`src/rtl/core/trapezoid_transition_pixel_map_defines.svh`:
```
// ----------------------------------------------------------------------------
// Trapezoid transition pixel map assertion macros
// Shared concurrent assertion forms, clocked on clk and disabled in reset.
// ----------------------------------------------------------------------------
`ifndef TRAPEZOID_TRANSITION_PIXEL_MAP_DEFINES_SVH
`define TRAPEZOID_TRANSITION_PIXEL_MAP_DEFINES_SVH

// A condition that must hold at every clock edge out of reset.
`define TTPM_ASSERT_ALWAYS(label, cond, msg) \
	label: assert property (@(posedge clk) disable iff (!arst_n) (cond)) else $error(msg);

// A consequence that must hold in the same cycle as its antecedent.
`define TTPM_ASSERT_IMPLY(label, ante, cons, msg) \
	label: assert property (@(posedge clk) disable iff (!arst_n) (ante) |-> (cons)) \
		else $error(msg);

`endif

```
`src/rtl/core/ttpm_div.sv`:
```
// ----------------------------------------------------------------------------
// Trapezoid transition pixel map pipelined divider
// Restoring division, one quotient bit per register stage, with sideband.
// The starting partial remainder must be below the divisor.
// ----------------------------------------------------------------------------
module ttpm_div #(
	parameter int DW = 12,
	parameter int QW = 12,
	parameter int SW = 1
) (
	input  logic          clk,
	input  logic          arst_n,
	input  logic          en,
	input  logic          in_vld,
	input  logic [DW-1:0] in_rem,
	input  logic [QW-1:0] in_num,
	input  logic [DW-1:0] in_den,
	input  logic [SW-1:0] in_side,
	output logic          out_vld,
	output logic [QW-1:0] out_quot,
	output logic [SW-1:0] out_side
);

	logic          vld_s  [QW+1];
	logic [DW-1:0] rem_s  [QW+1];
	logic [QW-1:0] num_s  [QW+1];
	logic [DW-1:0] den_s  [QW+1];
	logic [SW-1:0] side_s [QW+1];

	assign vld_s[0]  = in_vld;
	assign rem_s[0]  = in_rem;
	assign num_s[0]  = in_num;
	assign den_s[0]  = in_den;
	assign side_s[0] = in_side;

	for (genvar g = 0; g < QW; g++) begin : g_stage
		logic [DW:0] trial;
		logic [DW:0] diff;
		logic        ge;

		always_comb begin
			trial = {rem_s[g], num_s[g][QW-1]};
			diff  = trial - {1'b0, den_s[g]};
			ge    = trial >= {1'b0, den_s[g]};
		end

		always_ff @(posedge clk or negedge arst_n) begin
			if (!arst_n) begin
				vld_s[g+1] <= 1'b0;
			end else if (en) begin
				vld_s[g+1] <= vld_s[g];
			end
		end

		always_ff @(posedge clk) begin
			if (en) begin
				rem_s[g+1]  <= ge ? diff[DW-1:0] : trial[DW-1:0];
				num_s[g+1]  <= (num_s[g] << 1) | QW'(ge);
				den_s[g+1]  <= den_s[g];
				side_s[g+1] <= side_s[g];
			end
		end
	end

	assign out_vld  = vld_s[QW];
	assign out_quot = num_s[QW];
	assign out_side = side_s[QW];

endmodule
```
`config.mk`:
```
export PLATFORM = sky130hd
export DESIGN_NAME = ttpm_div
export DESIGN_NICKNAME = d
export VERILOG_FILES = /design/src/rtl/core/trapezoid_transition_pixel_map_defines.svh /design/src/rtl/core/ttpm_div.sv
export SDC_FILE = /design/constraint.sdc
export NUM_CORES = 1
export LEC_CHECK = 0
export BUFFER_PORTS_ARGS = -buffer_cell sky130_fd_sc_hd__buf_4
export CAP_MARGIN = 20
export CELL_PAD_IN_SITES_DETAIL_PLACEMENT = 1
export CELL_PAD_IN_SITES_GLOBAL_PLACEMENT = 1
export CORE_AREA = 2 2 208 210
export DETAILED_ROUTE_END_ITERATION = 10
export DIE_AREA = 0 0 210 212
export PLACE_DENSITY_LB_ADDON = 0.1
export SYNTH_ARGS = -nofsm -noshare
export SYNTH_HDL_FRONTEND = slang
export SYNTH_SLANG_ARGS = --single-unit
```
`constraint.sdc`:
```
create_clock -name clk -period 3.2 [get_ports clk]
set_input_delay 0.32 -clock clk [delete_from_list [all_inputs] [get_ports clk]]
set_output_delay 0.32 -clock clk [all_outputs]
set_load 0.01 [all_outputs]
```
**Word level (Yosys, flattened, before mapping)**

Index checks and enable logic that the tools add are counted.

- Bits in registers: 432
- Bits in latches: 0
- RAM bits: 0
- ROM bits: 0
- Output and inout port bits: 14
- Logic and storage cells: 104
- Memories: 0

- Add/sub/neg operators: 11
- $mul: 0
- Divide/modulo/power cells: 0
- Order comparisons: 12
- Equality and inequality tests: 0
- Shift-type cells: 0
- Mux-type cells: 11
- Bitwise operators: 12
- Reduce and logical (&&, ||, !) cells: 0

Operators with widths:

| kind | number |
|---|---|
| $ge A13 B12 Y1 | 12 |
| $or A12 B1 Y12 | 12 |
| $mux W12 | 11 |
| $sub A12 B12 Y12 | 11 |

**Depth between registers and ports, before layout**

- Word-level depth: 2
- Mapped depth: 10
- Gate-level depth less buffers: 9

**Worst setup path before layout**

Ideal clock, no wire load.

- Path kind: register to register
- From: register den_s[73] (netlist bit)
- To: register rem_s, in the netlist g_stage[7].trial[10], data pin
- Library setup time: 0.260 ns
- Arrival: 2.208 ns
- Setup slack: 0.733 ns
- Cell stages (with the launch flop): 10
- Buffers on the path: 1
- Path through: edfxtp_1 inv_1 ha_1 nor2b_1 o31a_1 o21ai_2 a211oi_1 nor4_4 buf_4 mux2_2

- Longest elaborated chain between the ends: 2
- Elaborated cells between the ends (all ways): 3
- Classes of those cells: add/sub: 1; order compare: 1; mux: 1

RTL lines:

| element | line | source |
|---|---|---|
| from (decl) | ttpm_div.sv:27 | `logic [DW-1:0] den_s [QW+1];` |
| from (signal, indexed assignment) | ttpm_div.sv:59 | `den_s[g+1] <= den_s[g];` |
| $sub A12 B12 Y12 or $ge A13 B12 Y1 (tied branches) | ttpm_div.sv:43, ttpm_div.sv:44 |  |
| $mux W12 * | ttpm_div.sv:57 | `rem_s[g+1] <= ge ? diff[DW-1:0] : trial[DW-1:0];` |
| to (signal, indexed assignment) | ttpm_div.sv:57 |  |
| to (decl) | ttpm_div.sv:25 | `logic [DW-1:0] rem_s [QW+1];` |

Every way passes the cells marked *; elsewhere a longest branch is shown, timed or not.
A chain may end at the register's enable or synchronous reset.

**Worst setup path in the final report**

- From: register den_s[109] (netlist bit)
- To: register rem_s, in the netlist g_stage[4].trial[12], data pin

Same word-level chain as after synthesis.

==> impl_metrics.ini <==
[yosys]
postSynthCellCount = 1650
synth-seq-area-share_pct = 58.34
synth_ff_type = edfxtp_1
syn-cell-area_um2 = 22130
yosys_warnings = 0
synth_edf_count = 420
syn-mean-instance-area_um2 = 13.41
syn_nets = 1846
synth_seq_cells = 432
synth.distinct_cells = 69
synth-async-reset-ratio_pct = 2.778

[critical_path]
worst-setup-path-type = reg -> reg
cpPeakStageDelay_ns = 0.46
crit_path_start_kind = register
path_max_fanout = 13
slowest_stage = edfxtp_1
crit_arrival_ns = 3.15
endpoint_kind = register
cp_cell_sequence = inv_1 > ha_1 > nor2b_1 > o31a_1 > o21ai_2 > a211oi_1 > nor4_4 > buf_4 > mux2_2
crit_required_ns = 3.52

[power_and_ir_drop]
p_seq_share_pct = 38.1
power.internal_mw = 15.27
p_sw_share_pct = 31.87
combPwrFrac_pct = 37.5
vdd_drop_max_mv = 0.4153
clkPwrFrac_pct = 24.4
p_sw_mw = 7.142
p_leak_nw = 9.957
powerDensity_nw_per_um2 = 897.4

[timing]
fin_tns_setup_ns = 0
setup_violations = 0
period_needed_ns = 2.832
fin_crit_sh_pct = 88.50
fin_hold_ws_ns = 0.05611
tightest_slew_ns = 0.7037
max_freq_mhz = 353.1
slew_violations = 0
relSlewSlack_pct = 53.09
rsz0062_at_grt = no
finalHoldViolations = 0
skew_ns = 0.01721

[cts]
tritoncts.num_buffers = 46
root_buffer = clkbuf_16
clk_pin_slew_ns = 0.06
ctsResizeCount = 0
cts_buffer_depth = 3
h-tree-depth = 2
cts_sinks = 432
cts_tree = done
worstSkewPairLatency_ns = 0.58

[layout]
n_fill_cell = 4102
layout-drive-gt1-share_pct = 16.57
fin_util_pct = 58.75
seq_area_um2 = 12910
n_antenna_cell = 0
final_common_cell = edfxtp_1
multi_input_comb_area_um2 = 8243
nets = 1952
area_delta_synth_final_pct = 12.83
final_cell_mix = edfxtp_1, inv_1, ha_1

[floorplan]
start_util_pct = 52.07
die-height_um = 212
fp.dieArea_um2 = 44520
die_w_um = 210
coreArea_um2 = 42510
boundaryPins = 55
fp-row-count = 76

[detailed_routing]
routed_via_density = 5.601
drt_first_pass_iters = 5
met2WireLength_um = 24040
drt_iter0_markers = 571
vias = 13100
dr.max_layer_used = met4
met3WireLength_um = 1192
drt_wl_total_um = 45530
wl_per_cell_um = 19.47
route.layer.met1.wl_um = 18930
drtAntennaViolNets = 0
drc = 0

[grt]
grt_pass1_vias = 14240
grt_use_total_pct = 21.01
antenna_found_initial = 0
grt_max_degree = 83
grt_pass1_wl_um = 73930
grt_overflow_total = 0

[min_path]
min_path_type = in -> reg

[flow_run]
cap_violations = 0

[placed_design]
port_buffers = 54
gp_congestion = 0.8944
post-dp-hpwl_um = 33390

[status]
outcome = finished, final reports clean
layer usage:
metal / GRT usage (%) / up-vias
met1: 24.20 / 6493
met3: 3.589 / 91
met2: 39.45 / 152
met5: 0 / -
li1: - / 6360
met4: 7.190 / 0
power groups by stage:
stage / sequential (mW) / clock [mW] / combinational (mW)
after floorplan: 8.31 / 0 / 6.56
after global placement: 8.62 / 0 / 8.03
after detailed placement: 8.65 / 0 / 8.34
after CTS: 8.55 / 5.61 / 8.47
after global routing: 8.65 / 5.81 / 9.33
final: 8.54 / 5.47 / 8.41
synth_stat cells, drive strengths merged, types with 29 or more instances:
cell,number,area [µm²]
xor2,30,262.8
inv,186,698.2
o21ai,42,229.0
nor3,36,180.2
edfxtp,420,12610
buf,31,227.7
xnor2,44,385.4
a21oi,77,392.9
a21o,29,217.7
nor2,59,221.5
nor2b,53,339.1
ha,144,1802
nand2,41,153.9
o21a,46,345.3
mux2,116,1351
cells by family after synthesis:
logic type | Yosys count | share of synthesized area, %
AOI/OAI and AO/OA | 311 | 9.853
and+or+nand+nor | 305 | 8.044
adders and majority gates | 155 | 9.135
DFF | 432 | 58.34
xor gates and xnor gates | 74 | 2.928
muxes | 142 | 7.281
buffers and inverters | 231 | 4.421
final timing paths:
path | from | to | slack [ns] | cells after the start
max | den_s[109]$_DFFE_PP_ | g_stage[4].trial[12]$_DFFE_PP_ | 0.37 | 9
min | in_rem[5] | g_stage[1].trial[7]$_DFFE_PP_ | 0.06 | 2
max reg2reg | den_s[109]$_DFFE_PP_ | g_stage[4].trial[12]$_DFFE_PP_ | 0.37 | 9
min reg2reg | num_s[106]$_DFFE_PP_ | g_stage[5].trial[0]$_DFFE_PP_ | 0.41 | 0
max in group asynchronous | arst_n | vld_s[8]$_DFFE_PN0P_ | 2.91 | 2
min in group asynchronous | arst_n | out_vld$_DFFE_PN0P_ | 0.14 | 2
worst max-delay path, delay by kind of cell (launching register included):
family	cells	cell delay, ns
compound gates	3	0.64
mux	1	0.41
buf+inv	2	0.37
simple gates	2	0.39
fa+ha+maj	1	0.31
flops	1	0.46
flip-flops by register name, summed over array words and instances (netlist names):
register and cells:
side_s 11, out_side 1, g_stage.trial 143, out_vld 1, num_s 121, out_quot 12
vld_s 11, den_s 132
area by class of cell:
type                            instances  share of cell area [%]
Clock buffer                           58                   4.915
Clock inverter                         26                   1.303
Inverter                              186                   2.796
Multi-Input combinational cell        987                   33.01
Sequential cell                       432                   51.71
Tap cell                              546                   2.736
Timing Repair Buffer                  103                   3.537
through the flow:
stage | std cells | total power [mW] | setup slack [ns] | cell area (µm²)
2_1_floorplan | 1650 | 14.87 | 0.7326 | 22130
3_3_place_gp | 2228 | 16.65 | 0.4186 | 23160
3_5_place_dp | 2228 | 17.00 | 0.3703 | 23160
4_1_cts | 2338 | 22.64 | 0.3403 | 24970
5_1_grt | 2338 | 23.80 | 0.1786 | 24970
6_report | 2338 | 22.41 | 0.3682 | 24970
repair_timing:
action	CTS	global route
endpoints found under the setup margin	0	0
endpoints found under the hold margin	37	0
buffers inserted	0	0
hold buffers	26	0
Power figures use the tool's default switching activity.
