--- config.mk ---
export PLATFORM = sky130hd
export DESIGN_NAME = ttpm_cfg
export DESIGN_NICKNAME = d
export VERILOG_FILES = /design/src/rtl/core/trapezoid_transition_pixel_map_defines.svh /design/src/rtl/core/ttpm_pkg.sv /design/src/rtl/core/ttpm_cfg.sv
export SDC_FILE = /design/constraint.sdc
export NUM_CORES = 1
export LEC_CHECK = 0
export BUFFER_PORTS_ARGS = -buffer_cell sky130_fd_sc_hd__buf_2
export CORE_ASPECT_RATIO = 0.6
export CORE_MARGIN = 8
export CORE_UTILIZATION = 44
export DETAILED_ROUTE_END_ITERATION = 12
export GPL_ROUTABILITY_DRIVEN = 1
export GPL_TIMING_DRIVEN = 1
export PLACE_DENSITY = 0.81
export SLEW_MARGIN = 20
export SYNTH_ARGS = -nofsm -noshare
export SYNTH_HDL_FRONTEND = slang
export SYNTH_SLANG_ARGS = --single-unit
--- constraint.sdc ---
create_clock -name clk -period 1.45 [get_ports clk]
set_clock_uncertainty 0.2 [all_clocks]
set_input_delay 0.2175 -clock clk [delete_from_list [all_inputs] [get_ports clk]]
set_output_delay 0.2175 -clock clk [all_outputs]
set_load 0.01 [all_outputs]
--- src/rtl/core/trapezoid_transition_pixel_map_defines.svh ---
// ----------------------------------------------------------------------------
// Trapezoid transition pixel map assertion macros
// Shared concurrent assertion forms, clocked on clk and disabled in reset.
// ----------------------------------------------------------------------------
`ifndef TRAPEZOID_TRANSITION_PIXEL_MAP_DEFINES_SVH
`define TRAPEZOID_TRANSITION_PIXEL_MAP_DEFINES_SVH

// A condition that must hold at every clock edge out of reset.
`define TTPM_ASSERT_ALWAYS(label, cond, msg) \
	label: assert property (@(posedge clk) disable iff (!arst_n) (cond)) else $error(msg);

// A consequence that must hold in the same cycle as its antecedent.
`define TTPM_ASSERT_IMPLY(label, ante, cons, msg) \
	label: assert property (@(posedge clk) disable iff (!arst_n) (ante) |-> (cons)) \
		else $error(msg);

`endif

--- src/rtl/core/ttpm_pkg.sv ---
// ----------------------------------------------------------------------------
// Trapezoid transition pixel map package
// Register map, reset values, configuration bundle and source codes.
// ----------------------------------------------------------------------------
package ttpm_pkg;

	localparam int ADDR_W = 4;

	localparam logic [1:0] REG_SCREEN_WIDTH  = 2'd0;
	localparam logic [1:0] REG_SCREEN_HEIGHT = 2'd1;
	localparam logic [1:0] REG_ROW_STEP      = 2'd2;
	localparam logic [1:0] REG_WIDTH_STEP    = 2'd3;

	localparam logic [11:0] RST_SCREEN_WIDTH  = 12'd800;
	localparam logic [11:0] RST_SCREEN_HEIGHT = 12'd480;
	localparam logic [7:0]  RST_ROW_STEP      = 8'd5;
	localparam logic [7:0]  RST_WIDTH_STEP    = 8'd2;

	typedef struct packed {
		logic [11:0] screen_width;
		logic [11:0] screen_height;
		logic [7:0]  row_step;
		logic [7:0]  width_step;
	} cfg_t;

	typedef enum logic [1:0] {
		SEL_HOLD     = 2'd0,
		SEL_OUTGOING = 2'd1,
		SEL_INCOMING = 2'd2
	} sel_t;

endpackage

--- src/rtl/core/ttpm_cfg.sv ---
// ----------------------------------------------------------------------------
// Trapezoid transition pixel map configuration registers
// APB-style register file holding screen size and per-frame steps.
// ----------------------------------------------------------------------------
module ttpm_cfg (
	input  logic                         clk,
	input  logic                         arst_n,
	input  logic                         psel,
	input  logic                         penable,
	input  logic                         pwrite,
	input  logic [ttpm_pkg::ADDR_W-1:0]  paddr,
	input  logic [31:0]                  pwdata,
	output logic [31:0]                  prdata,
	output logic                         pready,
	output ttpm_pkg::cfg_t               cfg
);

	ttpm_pkg::cfg_t cfg_q;
	logic           wr;

	assign pready = 1'b1;
	assign wr     = psel && penable && pwrite;
	assign cfg    = cfg_q;

	always_ff @(posedge clk or negedge arst_n) begin
		if (!arst_n) begin
			cfg_q.screen_width  <= ttpm_pkg::RST_SCREEN_WIDTH;
			cfg_q.screen_height <= ttpm_pkg::RST_SCREEN_HEIGHT;
			cfg_q.row_step      <= ttpm_pkg::RST_ROW_STEP;
			cfg_q.width_step    <= ttpm_pkg::RST_WIDTH_STEP;
		end else if (wr) begin
			case (paddr[3:2])
				ttpm_pkg::REG_SCREEN_WIDTH:  cfg_q.screen_width  <= pwdata[11:0];
				ttpm_pkg::REG_SCREEN_HEIGHT: cfg_q.screen_height <= pwdata[11:0];
				ttpm_pkg::REG_ROW_STEP:      cfg_q.row_step      <= pwdata[7:0];
				ttpm_pkg::REG_WIDTH_STEP:    cfg_q.width_step    <= pwdata[7:0];
				default: ;
			endcase
		end
	end

	always_comb begin
		case (paddr[3:2])
			ttpm_pkg::REG_SCREEN_WIDTH:  prdata = 32'(cfg_q.screen_width);
			ttpm_pkg::REG_SCREEN_HEIGHT: prdata = 32'(cfg_q.screen_height);
			ttpm_pkg::REG_ROW_STEP:      prdata = 32'(cfg_q.row_step);
			ttpm_pkg::REG_WIDTH_STEP:    prdata = 32'(cfg_q.width_step);
			default:                     prdata = 32'd0;
		endcase
	end

endmodule

* Yosys cells after proc, flatten, opt, wreduce, memory -nomap -nowiden
Index checks and enable logic that the tools add are counted.
Word-level totals: flip-flop bits (word level) 40, latch bits 0, memory bits (writable) 0, ROM bits 0, input port bits 41, memories kept 0
Operators by class: $add $sub $neg 0, multiply operators 0, div/mod/pow operators 0, order comparisons 0, equal/unequal tests 3, shift-type cells 0, multiplexer cells 1, bitwise gates (word level) 0, reduce and logical (&&, ||, !) cells 7
Operator list (number):
- 32-bit case mux with 4 select lines | 1
- 2-bit AND reduction | 4
- 2-bit equality test, second input constant | 2
- 2-bit by 1-bit equality test with 1-bit output, second input constant | 1
- 1-bit logical AND | 2
- 2-bit zero test | 1

* Logic depth before layout (Yosys ltp)
depth after elaboration 3, mapped depth 4, depth with buffers taken out 3

* Worst setup path after synthesis
Ideal clock, no wire load.
path kind input to register, from input pwrite, to register cfg_q, in the netlist cfg[30], setup time 0.125 ns, arrival time 1.113 ns, required time 1.125 ns, slack 0.012 ns, cell stages on the path 4, path buffers 1, cell sequence and3_4 > nor3b_4 > buf_6 > mux2_2
On the way: longest elaborated chain between the ends 2
Ends and longest elaborated chain:
- start: declaration | line ttpm_cfg.sv:10 | input logic pwrite,
- 1-bit logical AND | line ttpm_cfg.sv:22 | assign wr = psel && penable && pwrite;
- 2-bit AND reduction (no source line)
- end: declaration | line ttpm_cfg.sv:18 | ttpm_pkg::cfg_t cfg_q;
Every way passes these cells. A chain may end at the register's enable or synchronous reset.

* Worst setup path in the final report
from register cfg_q, in the netlist cfg[7], to output prdata[7]
On the way: longest elaborated chain between the ends 1
Ends and longest elaborated chain:
- 32-bit case mux with 4 select lines | line ttpm_cfg.sv:43 | case (paddr[3:2])
- end: declaration | line ttpm_cfg.sv:13 | output logic [31:0] prdata,
Every way passes these cells. The select of a mux whose other input is x is not followed.

==> summary.txt <==
TritonCTS sink count -> 40
number of rows created at floorplan -> 19
worst min-delay path category -> in2reg
cells traversed along the worst timing path -> mux4_2, buf_6
final cell count without fillers -> 313
area inside the core boundary -> 4450 um^2
post-synthesis cell type with the largest combined area -> dfrtp_1
sort of element at the end of the critical path -> output port
number of setup violations in the final report -> 12
slowest cell delay on critical path -> 0.50 ns
clock buffer count from CTS -> 5
Required @ worst endpoint -> 1.03 ns
via count -> 1,451
Placed Area -> 2420 um^2
worst path setup slack after routing -> -0.308 ns
Synth area leaders -> dfrtp_1 38%, mux2_2 23%, dfstp_2 13%
Area Growth Syn to Fin -> 46.2%
post-detailed-route count of antenna-violating nets -> 0
Die Area -> 6990 um^2
vias in the first global route -> 1,601
drt first-iter violations -> 56
last weighted congestion value of the routability-driven placer -> 0.701
sequential fraction of the synthesis area -> 51.0%
Port-buffer cells -> 70
remaining design rule violation count -> 0
share of the synthesized area in the top cell type -> 37.8%
number of maximum-capacitance constraint violations -> 0
total number of H-tree levels -> 2
synthesis warning total -> 0
die span in x -> 103 um
RSZ-0062 raised after global routing -> true
overall die height -> 68.1 um
count of different cell masters after synthesis -> 16
Skew-Pair Late Insertion Delay -> 0.29 ns
pin count of the biggest net entering global routing -> 41
synthesized instance count -> 131
antenna violations before repair -> 0
post-route worst hold slack -> 0.0142 ns
I/O pins -> 114
DRT Wirelength -> 5.39 mm
number of stages on the worst hold path -> 2
worst voltage drop across the vdd grid -> 0.979 mV
depth of the most critical reg-to-reg path -> 3
Post-Syn Area per Cell -> 15.2 um^2
placed cells -> 273
wire length of the first global-routing pass -> 8.15 mm
cell area after synthesis -> 1990 um^2
startpoint of the worst register-to-register path -> cfg[14]$_DFFE_PN0P_
Period minus WS final -> 1.76 ns
share of the clock period used by the worst path after layout -> 121%
Net count, final -> 290
Hold Vio Cnt, Final -> 0
cell with the largest stage delay on the worst path -> mux4_2
cell chosen for the clock root -> clkbuf_8
clock-pin slew on the worst setup and hold paths -> 0.08 ns
final sum of negative setup slack -> -2.45 ns
number of flip-flops under the largest register name -> 40
number of buffers on the longest clock path -> 2
layout cell share with drive strength beyond 1 -> 72.4%
reg2reg setup slack -> 0.24 ns
Critical Path AT -> 1.34 ns
startpoint type of the worst setup path -> register
global route total overflow -> 0
maximum fanout along the worst path -> 2
post-route core utilization -> 65.4%
first-pass iteration count of the detailed router -> 5
CTS tree -> yes
diodes inserted -> 0
detail-routed via count per cell -> 4.64
outcome -> finished, violations left
Worst Path Class, Setup -> reg2out
final standard cell area without fillers -> 2910 um^2
post-synthesis sequential element count -> 40
initial core utilization -> 44.7%
hold path endpoint -> cfg[28]$_DFFE_PN0P_
worst slack at placement -> -0.302 ns
failing checks -> setup timing
Slew Viols, Final -> 0
detailed placement HPWL -> 3.66 mm
startpoint of the worst hold path -> pwdata[0]
total global routing track utilization -> 15.7%
power density relative to cell area -> 1420 nW/um^2
Leak Pwr -> 1.45 nW
fmax -> 0.569 GHz
most used cells in the layout excluding fill and tap cells -> 57 x buf_2, 40 x mux2_2, 35 x buf_4
endpoint of the worst-slack reg-to-reg timing path -> cfg[14]$_DFFE_PN0P_
most common library cell in the layout ignoring fill and taps -> buf_2
Tot Pwr -> 4.13 mW
wire length per cell after detailed routing -> 17.2 um
[metal layers]
layer	vias up	wire, um	share of wire, %	global-route usage (%)
met3	6	552	10	6.29
li1	659	-	-	-
met1	722	2340	43	18.5
met2	64	2470	46	26.1
met4	0	35	0.65	4.83
met5	-	0	0	0
[synthesized netlist by cell type]
library cell	n
buf_4	22
dfstp_2	10
conb_1	2
nor2_1	4
buf_2	2
nand3b_1	1
mux2_2	40
buf_6	3
nand3_2	1
dfrtp_1	30
and3b_1	1
mux4_2	8
nor3b_4	1
and3_4	1
buf_8	1
mux2i_1	4
[logic make-up (layout without fill, tap and decap cells)]
group | Yosys count | count (layout) | share of synthesized area (%)
flip-flops | 40 | 40 | 51.0
AND/OR/NAND/NOR | 9 | 9 | 3.59
multiplexers | 52 | 52 | 33.8
other | 2 | 21 | 0.378
buffers and inverters | 28 | 128 | 11.3
[how the worst max path moves through the flow]
| stage | cells after the start | to | startpoint | slack [ns] |
|---|---|---|---|---|
| after floorplan | 4 | cfg[30]$_DFFE_PN0P_ | pwrite | 0.01 |
| after global placement | 3 | prdata[4] | paddr[2] | -0.28 |
| after detailed placement | 5 | cfg[39]$_DFFE_PN0P_ | paddr[2] | -0.30 |
| after CTS | 2 | prdata[7] | cfg[7]$_DFFE_PN0P_ | -0.29 |
| after global routing | 2 | prdata[7] | cfg[7]$_DFFE_PN0P_ | -0.33 |
| final | 2 | prdata[7] | cfg[7]$_DFFE_PN0P_ | -0.31 |
[area by class of cell]
cell class                      count  area [um^2]
Tap cell                           63         78.8
Clock buffer                        6         82.6
Sequential cell                    40         1010
Multi-Input combinational cell     82          821
Timing Repair Buffer              120          871
Clock inverter                      2         38.8
Fill cell                         350         1540
[power by group]
group / total [mW] / internal, mW / switching (mW)
Clock: 0.962 / 0.563 / 0.399
Sequential: 1.59 / 1.42 / 0.165
Combinational: 1.58 / 0.926 / 0.649
[what timing repair did]
item / in CTS / in global routing
resized for setup: 12 / 7
endpoints found under the hold margin: 59 / 0
buffers inserted: 20 / 4
hold buffers: 8 / 0
setup endpoints to repair: 12 / 14
gates cloned: 0 / 0
[critical path: cells and delay by family (launching register included)]
kind                   cells  cell delay, ns
muxes                      1            0.50
DFF                        1            0.41
buffers and inverters      1            0.14
No activity file was read; power rests on OpenSTA's default activity.
